$ cat src/hdl/dfa_string_recognizer_assert.svh
// ----------------------------------------------------------------------------
// DFA recogniser assertion macros
// Shared shorthand for the concurrent checks of the recogniser.
// ----------------------------------------------------------------------------
`ifndef DFA_STRING_RECOGNIZER_ASSERT_SVH
`define DFA_STRING_RECOGNIZER_ASSERT_SVH

// same-cycle implication, clocked on i_clk, off while i_rst_n is low
`define DSR_ASSERT_IMPL(label, ante, cons, msg) \
    label: assert property (@(posedge i_clk) disable iff (!i_rst_n) \
        (ante) |-> (cons)) else $error(msg);

// next-cycle implication
`define DSR_ASSERT_NEXT(label, ante, cons, msg) \
    label: assert property (@(posedge i_clk) disable iff (!i_rst_n) \
        (ante) |=> (cons)) else $error(msg);

`endif

$ cat src/hdl/dsr_pkg.sv
// ----------------------------------------------------------------------------
// DFA recogniser package
// Widths, command codes and shared types of the recogniser.
// ----------------------------------------------------------------------------
`default_nettype none

package dsr_pkg;

    localparam int STATE_BITS    = 4;
    localparam int SYMBOL_BITS   = 8;
    localparam int ADDR_BITS     = STATE_BITS + SYMBOL_BITS;
    localparam int ENTRY_BITS    = 1 + STATE_BITS;
    localparam int MASK_BITS     = 16;
    localparam int CMD_BITS      = 2;
    localparam int IN_FIELD_BITS = SYMBOL_BITS + 2 * STATE_BITS;
    localparam int IN_DATA_BITS  = ((IN_FIELD_BITS + 7) / 8) * 8;
    localparam int OUT_DATA_BITS = 8;

    typedef enum logic [CMD_BITS-1:0] {
        CMD_SYMBOL = 2'd0,
        CMD_END    = 2'd1,
        CMD_WRITE  = 2'd2,
        CMD_UNUSED = 2'd3
    } t_cmd;

    typedef struct packed {
        t_cmd                   cmd;
        logic [SYMBOL_BITS-1:0] symbol;
        logic [STATE_BITS-1:0]  from_state;
        logic [STATE_BITS-1:0]  to_state;
    } t_item;

    typedef struct packed {
        logic clearing;
        logic lookup;
    } t_back_status;

    // states without a mask bit are never accepting
    function automatic logic is_final(input logic [MASK_BITS-1:0] mask,
                                      input logic [STATE_BITS-1:0] st);
        logic [STATE_BITS+3:0] ext;
        ext = {4'd0, st};
        if (ext < (STATE_BITS + 4)'(MASK_BITS)) begin
            return mask[ext[3:0]];
        end
        return 1'b0;
    endfunction

endpackage

`default_nettype wire

$ cat src/hdl/dsr_queue.sv
// ----------------------------------------------------------------------------
// DFA recogniser command queue
// Two-entry FIFO between the front end and the executor.
// ----------------------------------------------------------------------------
`default_nettype none

module dsr_queue (
    input  wire logic           i_clk,
    input  wire logic           i_rst_n,
    input  wire logic           i_push,
    input  wire dsr_pkg::t_item i_item,
    output logic                o_full,
    input  wire logic           i_pop,
    output logic                o_valid,
    output dsr_pkg::t_item      o_head
);

    dsr_pkg::t_item r_slot [2];
    logic           r_wptr, n_wptr;
    logic           r_rptr, n_rptr;
    logic [1:0]     r_count, n_count;

    always_comb begin
        o_full  = (r_count == 2'd2);
        o_valid = (r_count != 2'd0);
        o_head  = r_slot[r_rptr];
        n_wptr  = r_wptr ^ i_push;
        n_rptr  = r_rptr ^ i_pop;
        n_count = r_count + {1'b0, i_push} - {1'b0, i_pop};
    end

    always_ff @(posedge i_clk) begin
        if (!i_rst_n) begin
            r_wptr  <= 1'b0;
            r_rptr  <= 1'b0;
            r_count <= 2'd0;
        end else begin
            r_wptr  <= n_wptr;
            r_rptr  <= n_rptr;
            r_count <= n_count;
        end
    end

    always_ff @(posedge i_clk) begin
        if (i_push) begin
            r_slot[r_wptr] <= i_item;
        end
    end

endmodule

`default_nettype wire

$ cat config.mk
export PLATFORM = sky130hd
export DESIGN_NAME = dsr_queue
export DESIGN_NICKNAME = d
export VERILOG_FILES = /design/src/hdl/dfa_string_recognizer_assert.svh /design/src/hdl/dsr_pkg.sv /design/src/hdl/dsr_queue.sv
export SDC_FILE = /design/constraint.sdc
export NUM_CORES = 1
export LEC_CHECK = 0
export ABC_CLOCK_PERIOD_IN_PS = 1500
export BUFFER_PORTS_ARGS = -buffer_cell sky130_fd_sc_hd__buf_2
export CELL_PAD_IN_SITES_DETAIL_PLACEMENT = 1
export CELL_PAD_IN_SITES_GLOBAL_PLACEMENT = 1
export CORE_MARGIN = 2
export CORE_UTILIZATION = 43
export DETAILED_ROUTE_END_ITERATION = 10
export PLACE_DENSITY_LB_ADDON = 0.1
export SYNTH_ARGS = -nofsm -noshare
export SYNTH_HDL_FRONTEND = slang
export SYNTH_SLANG_ARGS = --single-unit
$ cat constraint.sdc
create_clock -name i_clk -period 1.5 [get_ports i_clk]
set_input_delay 0.3 -clock i_clk [delete_from_list [all_inputs] [get_ports i_clk]]
set_output_delay 0.3 -clock i_clk [all_outputs]
set_load 0.1 [all_outputs]
==> key figures, run 1 <==
Final layout
  • Fin util: roughly 65%
  • Area of the multi-input gates: just under 400 um^2
  • # nets final: approximately 160
  • Fillers: 322
  • Diode count: 0
  • Final Non-Filler Cells: around 180
  • Layout cells sized above 1: roughly three fifths
  • FF/Latch Area: between 1000 and 1500 um^2
  • Layout area overhead: 46.5%

Global route
  • Vias in the first global route: 920
  • First-pass GRT wire length: 4480 um
  • Pin count of the biggest net entering global routing: 14
  • Tot GR Track Use: between 10% and 20%
  • Total gr overflow: 0
  • Initial antenna violation count: 0

CTS
  • Clock latency at the later pin of the worst-skew pair: about 0.29 ns
  • # clock sinks: 41
  • CTS Buffer Depth: 2
  • CTS H-tree lvls: 2
  • Post-CTS setup buffers: 0
  • CTS tree: done
  • Clk root buf: clkbuf_8
  • CTS Buf Count: 5
  • Cts hold-fix bufs: 0
  • Clk slew on worst S/H paths: ~0.080 ns

Synth
  • Number of synthesis warnings: 0
  • Most common cell in the netlist: edfxtp_1
  • Post-synth EDFFs: 36
  • Post-synthesis instance total: just under 80
  • Async S/R FF share, synth: 0%
  • Post-synth top area cell: edfxtp_1
  • Yosys top cell area share: 68.0%
  • FF+latch count, synth: 41
  • Mean area per synthesized cell: 20.6 um^2
  • Commonest cells in the netlist: edfxtp_1, mux2_4, mux2_2, dfxtp_1, ha_1
  • Synth Net Count: 103
  • Synth cell types: 13
  • Register area share after synthesis: 74.3%
  • Synth Flop Type: edfxtp_1
  • Mapped cell area: roughly 1600 um^2
  • Top cells by area, synth: edfxtp_1, mux2_4, dfxtp_1, mux2_2, ha_1

Worst setup path
  • CP startpoint kind: flip-flop
  • Worst Setup End Kind: output port
  • Crit path DAT: 1.32 ns
  • CP required: ~1.2 ns
  • CP Class: reg2out
  • CP Max Fanout: 5
  • R2R depth: 6

Place
  • Dpl cells: between 150 and 200
  • PortBufs: between 40 and 50
  • RD Place Congestion: just over 0.6
  • Dpl hpwl: just over 2000 um

Die
  • # IOs: 42
  • Initial Util: about 44%
  • Die ar.: between 4000 and 5000 um^2
  • Die Wd: around 65 um
  • Die Y: about 65 um
  • Row cnt: 22
  • Core ar.: ~3600 um^2

STA
  • Max Clk Rate: between 600 and 700 MHz
  • Worst clock skew: between 0.006 and 0.007 ns
  • Fin crit period: 1.62 ns
  • # setup viols final: 18
  • Max Slew Vio Count: 0
  • Worst slew pin tran: ~0.28 ns
  • Setup TNS: -1.94 ns
  • RSZ-0062 raised after global routing: true
  • Fin Hold WS: 0.189 ns
  • Final worst slack: -0.123 ns
  • Final hold violation count: 0
  • Final Cycle Share: 108%
  • Max-Slew Margin vs Limit: 81.7%

Drt
  • 1st-pass router iterations: 2
  • Vias/cell: ~4.7
  • DRC viols: 0
  • Vias after detailed routing: between 800 and 900
  • Routed len/inst: between 15 and 20 um
  • Final WL: between 2000 and 3000 um
  • DR iter-0 viols: 21
  • Post-DRT Antenna Nets: 0

Min path
  • Hold Path Class: in2reg
  • Hold depth: 1

Pwr
  • Net Sw Power: 0.00109 W
  • VDD IR-drop max: a little under 0.001 V
  • Sequential group share of total power: between 40% and 50%
  • Final Power: approximately 0.0033 W
  • Sw frac: between 30% and 40%
  • Internal power: 0.00225 W
  • Leakage power: 0.956 nW
  • Clk pwr share: 25.8%
  • Power per Cell Area: 1430 nW/um^2
  • Logic pwr share: about a third

Run status
  • Failing checks: negative setup slack
  • Outcome: finished, violations left

Flow run
  • Max cap viols: 0
[layout make-up]
type                            count  share of cell area [%]
Clock inverter                      2                    1.51
Tap cell                           48                    2.58
Inverter                            3                   0.484
Timing Repair Buffer               48                    24.3
Multi-Input combinational cell     31                    17.1
Sequential cell                    41                    50.9
Clock buffer                        6                    3.12
[worst max-delay path, cell delays in order, from the launching register on]
cell and delay [ns]:
dfxtp_4 0.38, buf_6 0.14, mux2_4 0.33, buf_12 0.17
[sequential cells by signal, indices dropped and copies added, names as in the netlist, named ones only]
name / cells
r_count: 2
r_rptr: 1
r_wptr: 1
r_slot: 36
[cell families (layout without fill, tap and decap cells)]
logic type,Yosys count,in the layout,share of synthesized area (%)
flip-flops,41,41,74.3
multiplexers,18,18,15.1
AND/OR/NAND/NOR,7,7,2.76
buffers and inverters,5,59,2.68
adder cells (fa/ha/maj),4,4,3.15
XOR/XNOR,2,2,1.97
[routing by layer]
metal  vias up  track usage (%)  wire, um
met2        28             26.8      1590
met5         -                0         0
li1        393                -         -
met4         0             8.78        58
met3         7             4.34       154
met1       414             17.0      1120
[what timing repair did]
action / 4_1_cts / 5_1_grt
endpoints found under the setup margin: 19 / 18
cloned: 1 / 0
gates resized for setup: 17 / 0
[through the flow]
step	instance area, um^2	setup WS, ns
final	2330	-0.123
after global placement	2160	0.151
after global routing	2330	-0.153
after floorplan	1590	0.0242
after CTS	2330	-0.125
after detailed placement	2160	0.143
[final timing paths]
check	slack, ns	from	endpoint
worst max register to register	0.24	r_count[0]$_SDFF_PN0_	r_count[1]$_SDFF_PN0_
worst min register to register	0.57	r_wptr$_SDFF_PN0_	r_wptr$_SDFF_PN0_
worst max-delay path	-0.12	flip-flop	o_head[6]
worst min-delay path	0.19	i_item[3]	r_slot[1][3]$_DFFE_PP_
[cell usage in the layout, fill, tap and decap left out, drive strengths merged]
cell,netlist,layout
buf,2,48
edfxtp,36,36
mux2,18,18
clkbuf,0,6
dfxtp,5,5
ha,4,4
inv,3,3
and2,3,3
nor2b,3,3
or2,1,1
xor2,1,1
xnor3,1,1
bufinv,0,1
clkinv,0,1
[power by group through the flow]
| stage | registers [W] | logic, W | clock network, W |
|---|---|---|---|
| 2_1_floorplan | 0.00137 | 0.000727 | 0 |
| 3_3_place_gp | 0.00138 | 0.00106 | 0 |
| 3_5_place_dp | 0.00138 | 0.00108 | 0 |
| 4_1_cts | 0.00136 | 0.00112 | 0.000884 |
| 5_1_grt | 0.00137 | 0.00115 | 0.000915 |
| 6_report | 0.00136 | 0.00111 | 0.000860 |
No activity file was read; power rests on OpenSTA's default activity.
==> run 2, diff against run 1 <==
--- a/config.mk
+++ b/config.mk
@@ -7,12 +7,11 @@
 export LEC_CHECK = 0
 export ABC_CLOCK_PERIOD_IN_PS = 1500
 export BUFFER_PORTS_ARGS = -buffer_cell sky130_fd_sc_hd__buf_2
-export CELL_PAD_IN_SITES_DETAIL_PLACEMENT = 1
-export CELL_PAD_IN_SITES_GLOBAL_PLACEMENT = 1
 export CORE_MARGIN = 2
-export CORE_UTILIZATION = 43
+export CORE_UTILIZATION = 51
 export DETAILED_ROUTE_END_ITERATION = 10
-export PLACE_DENSITY_LB_ADDON = 0.1
+export PLACE_DENSITY = 0.84
+export SLEW_MARGIN = 30
 export SYNTH_ARGS = -nofsm -noshare
 export SYNTH_HDL_FRONTEND = slang
 export SYNTH_SLANG_ARGS = --single-unit
==> run 2 against run 1 <==
Compared with the run above:
- the run still ends with negative setup slack left
- sequential cell count is the same
- worst hold slack got worse by 0.053 ns
- largest cell class unchanged
- design area fell by 0.16%
==> key figures, run 2 (same netlist as run 1, synthesis figures left out) <==
Die
  • # IOs: 42 (unchanged)
  • Die Y: 59.8 um (was 64.8 um)
  • Initial Util: 52.9% (was 44.1%)
  • Die ar.: 3580 um^2 (was 4200 um^2)
  • Row cnt: 20 (was 22)
  • Die Wd: 59.8 um (was 64.8 um)
  • Core ar.: 3000 um^2 (was 3610 um^2)

Place
  • Post-Place Setup Slack: 0.107 ns (was 0.143 ns)
  • PortBufs: 41 (unchanged)
  • RD Place Congestion: 0.643 (was 0.617)
  • Dpl hpwl: 1860 um (was 2070 um)

Final layout
  • Layout cells sized above 1: 59.1% (was 58.0%)
  • Top flop regs: r_slot: 36 flops, r_count: 2 flops (unchanged)
  • Diode count: 0 (unchanged)
  • Layout area overhead: 46.2% (was 46.5%)
  • Commonest non-fill, non-tap cell in the layout: edfxtp_1 (unchanged)
  • Largest register by flop count: r_slot (unchanged)
  • Most frequent cells in the layout: edfxtp_1, buf_2, buf_12, mux2_4 (unchanged)
  • Max reg flops: 36 (unchanged)
  • # nets final: 157 (was 156)
  • Fillers: 177 (was 322)

STA
  • Setup TNS: -3.19 ns (was -1.94 ns)
  • Max Clk Rate: 589 MHz (was 616 MHz)
  • Final worst slack: -0.197 ns (was -0.123 ns)
  • Worst clock skew: 0.00469 ns (was 0.00651 ns)
  • Worst slew pin tran: 0.162 ns (was 0.277 ns)
  • Fin crit period: 1.70 ns (was 1.62 ns)
  • # setup viols final: 18 (unchanged)
  • Max Slew Vio Count: 0 (unchanged)
  • Max-Slew Margin vs Limit: 89.1% (was 81.7%)
  • RSZ-0062 raised after global routing: true (unchanged)
  • Final Cycle Share: 113% (was 108%)
  • Final hold violation count: 0 (unchanged)

Pwr
  • Power per Cell Area: 1380 nW/um^2 (was 1430 nW/um^2)
  • Final Power: 0.00321 W (was 0.00334 W)
  • VDD IR-drop max: 0.00132 V (was 0.000975 V)
  • Leakage power: 0.956 nW (about the same)

Min path
  • Hold Startpoint: i_item[0] (was i_item[3])
  • Hold Path Class: in2reg (unchanged)
  • Hold depth: 1 (unchanged)
  • Min-Delay Endpoint: r_slot[1][0]$_DFFE_PP_ (was r_slot[1][3]$_DFFE_PP_)

CTS
  • Clock latency at the later pin of the worst-skew pair: 0.34 ns (was 0.29 ns)
  • CTS H-tree lvls: 2 (unchanged)
  • Clk slew on worst S/H paths: 0.11 ns (was 0.08 ns)
  • Clk root buf: clkbuf_4 (was clkbuf_8)
  • CTS Buf Count: 5 (unchanged)
  • CTS tree: done (unchanged)
  • CTS Buffer Depth: 2 (unchanged)
  • # clock sinks: 41 (unchanged)

Drt
  • 1st-pass router iterations: 4 (was 2)
  • Final WL: 2510 um (was 2930 um)
  • Vias/cell: 4.98 (was 4.70)
  • Vias after detailed routing: 821 (was 842)
  • Post-DRT Antenna Nets: 0 (unchanged)
  • DR iter-0 viols: 15 (was 21)
  • Routed len/inst: 15.2 um (was 16.3 um)
  • DRC viols: 0 (unchanged)

Global route
  • First-pass GRT wire length: 3880 um (was 4480 um)
  • Vias in the first global route: 831 (was 920)
  • Initial antenna violation count: 0 (unchanged)
  • Tot GR Track Use: 15.8% (was 15.5%)
  • Pin count of the biggest net entering global routing: 14 (unchanged)
  • Total gr overflow: 0 (unchanged)

Worst setup path
  • CP startpoint kind: flip-flop (unchanged)
  • Reg-to-reg startpoint: r_count[0]$_SDFF_PN0_ (unchanged)
  • Cell Chain, Critical Path: buf_8, mux2_4, buf_12 (was buf_6, mux2_4, buf_12)
  • Sum of buffers and inverters on the critical path: 2 (unchanged)
  • Crit path DAT: 1.40 ns (was 1.32 ns)
  • R2r setup slk: 0.22 ns (was 0.24 ns)
  • Worst r2r dst: r_count[1]$_SDFF_PN0_ (unchanged)
  • Worst Setup End Kind: output port (unchanged)
  • CP required: 1.20 ns (about the same)
  • Largest stage delay, worst path: 0.41 ns (was 0.38 ns)
  • Cell family with most CP delay: flip-flops (unchanged)
  • CP Max Fanout: 7 (was 5)
  • CP max stage cell: dfxtp_4 (unchanged)
  • CP Class: reg2out (unchanged)
  • R2R depth: 6 (unchanged)

Run status
  • Outcome: finished, violations left (unchanged)
  • Failing checks: negative setup slack (unchanged)

Flow run
  • Max cap viols: 0 (unchanged)
==> run 2: cell count changes in the layout (fill, tap and decap cells not counted), sizes merged <==
| cell | change |
|---|---|
| buf | +1 |
| clkbuf | -1 |
| clkinvlp | +1 |
==> run 2: routing by layer <==
layer | vias up | part of all wire, % | GRT usage, % | wire (um)
li1 | 394 | - | - | -
met1 | 392 | 38 | 17.3 | 964
met2 | 29 | 54 | 26.7 | 1340
met3 | 6 | 6.3 | 6.71 | 157
met4 | 0 | 1.7 | 6.67 | 42
met5 | - | 0 | 0 | 0
==> run 2: worst max path at each step <==
stage	from	to	slack (ns)	cells after the start
CTS	flip-flop	o_head[6]	-0.23	3
floorplan	r_count[1]$_SDFF_PN0_	o_full	0.02	1
global placement	flip-flop	o_head[0]	0.13	3
detailed placement	flip-flop	o_head[17]	0.11	3
finish	flip-flop	o_head[6]	-0.20	3
global route	flip-flop	o_head[6]	-0.25	3
==> run 2: metrics by stage <==
step	util (%)	hold WS (ns)	cell area [um^2]	cells
4_1_cts	77.3	0.117	2320	165
5_1_grt	77.4	0.119	2320	165
2_1_floorplan	-	0.399	1590	77
6_report	77.4	0.137	2320	165
3_3_place_gp	71.6	0.487	2150	155
3_5_place_dp	71.6	0.492	2150	155
==> run 2: report_power, final <==
part | total, W | internal [W] | switching (W) | leakage (nW)
sequential | 0.00136 | 0.00133 | 0.0000341 | 0.380
combinational | 0.00116 | 0.000474 | 0.000688 | 0.537
clock | 0.000684 | 0.000345 | 0.000339 | 0.0389
total | 0.00321 | 0.00215 | 0.00106 | 0.956
==> run 2: timing repair <==
item / in CTS / in global routing
gates resized for setup: 18 / 1
hold buffers: 0 / 0
pin swaps: 0 / 0
buffers inserted: 1 / 0
gates cloned: 1 / 0
setup endpoints to repair: 19 / 19
==> run 2: layout make-up <==
cell class / instances / area, um^2 / area share (%)
Multi-Input combinational cell: 31 / 400 / 17.2
Inverter: 3 / 11.3 / 0.485
Timing Repair Buffer: 49 / 606 / 26.1
Clock inverter: 3 / 41.3 / 1.78
Sequential cell: 41 / 1190 / 51.1
Tap cell: 33 / 41.3 / 1.78
Clock buffer: 5 / 37.5 / 1.62
==> run 2: worst reg2reg max path, cell delays in order, from the launching register on <==
cell and delay [ns]:
dfxtp_1 0.38, inv_1 0.06, ha_1 0.27, inv_1 0.06, ha_1 0.14, xnor3_1 0.20, nor2b_1 0.12
==> run 3, diff against run 2 <==
--- a/config.mk
+++ b/config.mk
@@ -6,11 +6,11 @@
 export NUM_CORES = 1
 export LEC_CHECK = 0
 export ABC_CLOCK_PERIOD_IN_PS = 1500
-export BUFFER_PORTS_ARGS = -buffer_cell sky130_fd_sc_hd__buf_2
 export CORE_MARGIN = 2
-export CORE_UTILIZATION = 51
+export CORE_UTILIZATION = 60
 export DETAILED_ROUTE_END_ITERATION = 10
-export PLACE_DENSITY = 0.84
+export DONT_BUFFER_PORTS = 1
+export PLACE_DENSITY = 0.82
 export SLEW_MARGIN = 30
 export SYNTH_ARGS = -nofsm -noshare
 export SYNTH_HDL_FRONTEND = slang
==> run 3 against run 2 <==
Compared with the run above:
- the run still ends with negative setup slack left
- combinational power fell by 8%
- largest cell class unchanged
- core utilization up 9.0 points
- sequential cell count unchanged
- non-clock buffer count is 24 lower
- design area is 7.1% lower
- sequential share of layout area is 3.8 points higher
==> key figures, run 3 (same netlist as run 1, synthesis figures left out) <==
Run status
  • Outcome: finished, violations left (unchanged)
  • Failing checks: negative setup slack (unchanged)

Final layout
  • Top flop regs: r_slot: 36 flops, r_count: 2 flops (unchanged)
  • Commonest non-fill, non-tap cell in the layout: edfxtp_1 (unchanged)
  • Fin util: 86.4% (was 77.4%)
  • Most frequent cells in the layout: edfxtp_1, buf_12, mux2_4, clkbuf_4 (was edfxtp_1, buf_2, buf_12, mux2_4)
  • Diode count: 0 (unchanged)
  • Largest register by flop count: r_slot (unchanged)
  • Fillers: 92 (was 177)
  • Max reg flops: 36 (unchanged)
  • Layout cells sized above 1: 49.1% (was 59.1%)
  • Final instance area: 2160 um^2 (was 2320 um^2)
  • Final Non-Filler Cells: 138 (was 165)
  • # nets final: 133 (was 157)
  • Layout area overhead: 35.9% (was 46.2%)

CTS
  • Post-CTS setup buffers: 0 (was 1)
  • Clk slew on worst S/H paths: 0.11 ns (about the same)
  • CTS tree: done (unchanged)
  • Post-CTS Resized: 14 (was 18)
  • CTS Buffer Depth: 2 (unchanged)
  • CTS Buf Count: 5 (unchanged)
  • Cts hold-fix bufs: 0 (unchanged)
  • Clk root buf: clkbuf_4 (unchanged)
  • # clock sinks: 41 (unchanged)
  • Clock latency at the later pin of the worst-skew pair: 0.33 ns (was 0.34 ns)
  • CTS H-tree lvls: 2 (unchanged)

Die
  • Row cnt: 18 (was 20)
  • Initial Util: 63.6% (was 52.9%)
  • Die ar.: 3080 um^2 (was 3580 um^2)
  • Die Wd: 55.5 um (was 59.8 um)
  • Core ar.: 2500 um^2 (was 3000 um^2)
  • # IOs: 42 (unchanged)
  • Die Y: 55.5 um (was 59.8 um)

Place
  • RD Place Congestion: 0.698 (was 0.643)
  • PortBufs: 0 (was 41)
  • Dpl hpwl: 1860 um (about the same)
  • Placement Cell Area: 2020 um^2 (was 2150 um^2)
  • Dpl cells: 130 (was 155)

Drt
  • 1st-pass router iterations: 4 (unchanged)
  • Post-DRT Antenna Nets: 0 (unchanged)
  • DRC viols: 0 (unchanged)
  • Vias/cell: 5.73 (was 4.98)
  • Routed len/inst: 22.8 um (was 15.2 um)
  • Vias after detailed routing: 791 (was 821)
  • Final WL: 3150 um (was 2510 um)
  • DR iter-0 viols: 30 (was 15)

STA
  • Max Slew Vio Count: 0 (unchanged)
  • Final worst slack: -0.193 ns (was -0.197 ns)
  • Max-Slew Margin vs Limit: 79.3% (was 89.1%)
  • Worst clock skew: 0.00333 ns (was 0.00469 ns)
  • RSZ-0062 raised after global routing: true (unchanged)
  • Final Cycle Share: 113% (about the same)
  • Final hold violation count: 0 (unchanged)
  • # setup viols final: 18 (unchanged)
  • Setup TNS: -3.08 ns (was -3.19 ns)
  • Fin crit period: 1.69 ns (was 1.70 ns)
  • Worst slew pin tran: 0.312 ns (was 0.162 ns)
  • Max Clk Rate: 591 MHz (was 589 MHz)

Worst setup path
  • CP Max Fanout: 9 (was 7)
  • CP startpoint kind: flip-flop (unchanged)
  • Worst Setup End Kind: output port (unchanged)
  • CP Class: reg2out (unchanged)
  • CP required: 1.20 ns (about the same)
  • Crit path DAT: 1.39 ns (was 1.40 ns)

Flow run
  • Max cap viols: 0 (unchanged)

Min path
  • Hold Path Class: in2reg (unchanged)

Pwr
  • Power per Cell Area: 1470 nW/um^2 (was 1380 nW/um^2)
  • VDD IR-drop max: 0.00173 V (was 0.00132 V)
  • Leakage power: 0.853 nW (was 0.956 nW)

Global route
  • Total gr overflow: 0 (unchanged)
  • Initial antenna violation count: 0 (unchanged)
  • Tot GR Track Use: 22.6% (was 15.8%)
  • Vias in the first global route: 870 (was 831)
  • First-pass GRT wire length: 4820 um (was 3880 um)
  • Pin count of the biggest net entering global routing: 13 (was 14)
==> run 3: area by class of cell <==
class	count	area [um^2]	area share, %
Sequential cell	41	1180	54.9
Inverter	3	11.3	0.521
Clock buffer	7	55.1	2.55
Tap cell	30	37.5	1.74
Timing Repair Buffer	25	440	20.4
Clock inverter	1	30.0	1.39
Multi-Input combinational cell	31	400	18.5
==> run 3: through the flow <==
| stage | hold slack (ns) | power (W) | worst slack (ns) |
|---|---|---|---|
| finish | 0.0513 | 0.00317 | -0.193 |
| global route | 0.0332 | 0.00324 | -0.226 |
| CTS | 0.0383 | 0.00316 | -0.189 |
| detailed placement | 0.399 | 0.00240 | 0.0959 |
| global placement | 0.399 | 0.00238 | 0.123 |
| floorplan | 0.399 | 0.00210 | 0.0242 |
==> run 3: critical path, cell delays in order, from the launching register on <==
cell and delay (ns):
dfxtp_4 0.39, buf_12 0.14, mux2_4 0.34, buf_12 0.17
==> run 3: worst paths after layout <==
path / start / end / slack, ns / cells past startpoint
setup / recovery: flip-flop / o_head[2] / -0.19 / 3
hold / removal: i_item[5] / r_slot[1][5]$_DFFE_PP_ / 0.05 / 0
setup reg to reg: r_count[0]$_SDFF_PN0_ / r_count[1]$_SDFF_PN0_ / 0.08 / 6
hold reg to reg: r_wptr$_SDFF_PN0_ / r_wptr$_SDFF_PN0_ / 0.62 / 3
==> run 3: where the power goes <==
part	switching, W	total [W]	internal (W)
logic	0.000680	0.00107	0.000393
registers	0.0000454	0.00137	0.00133
clock network	0.000326	0.000724	0.000398
total	0.00105	0.00317	0.00212
==> run 3: per-layer routing <==
layer	part of all wire (%)	vias up	track usage, %	wire [um]
met3	8.5	5	6.56	267
met2	57	45	41.0	1780
met4	1.2	0	8.36	38
met5	0	-	0	0
met1	34	395	25.0	1060
li1	-	346	-	-
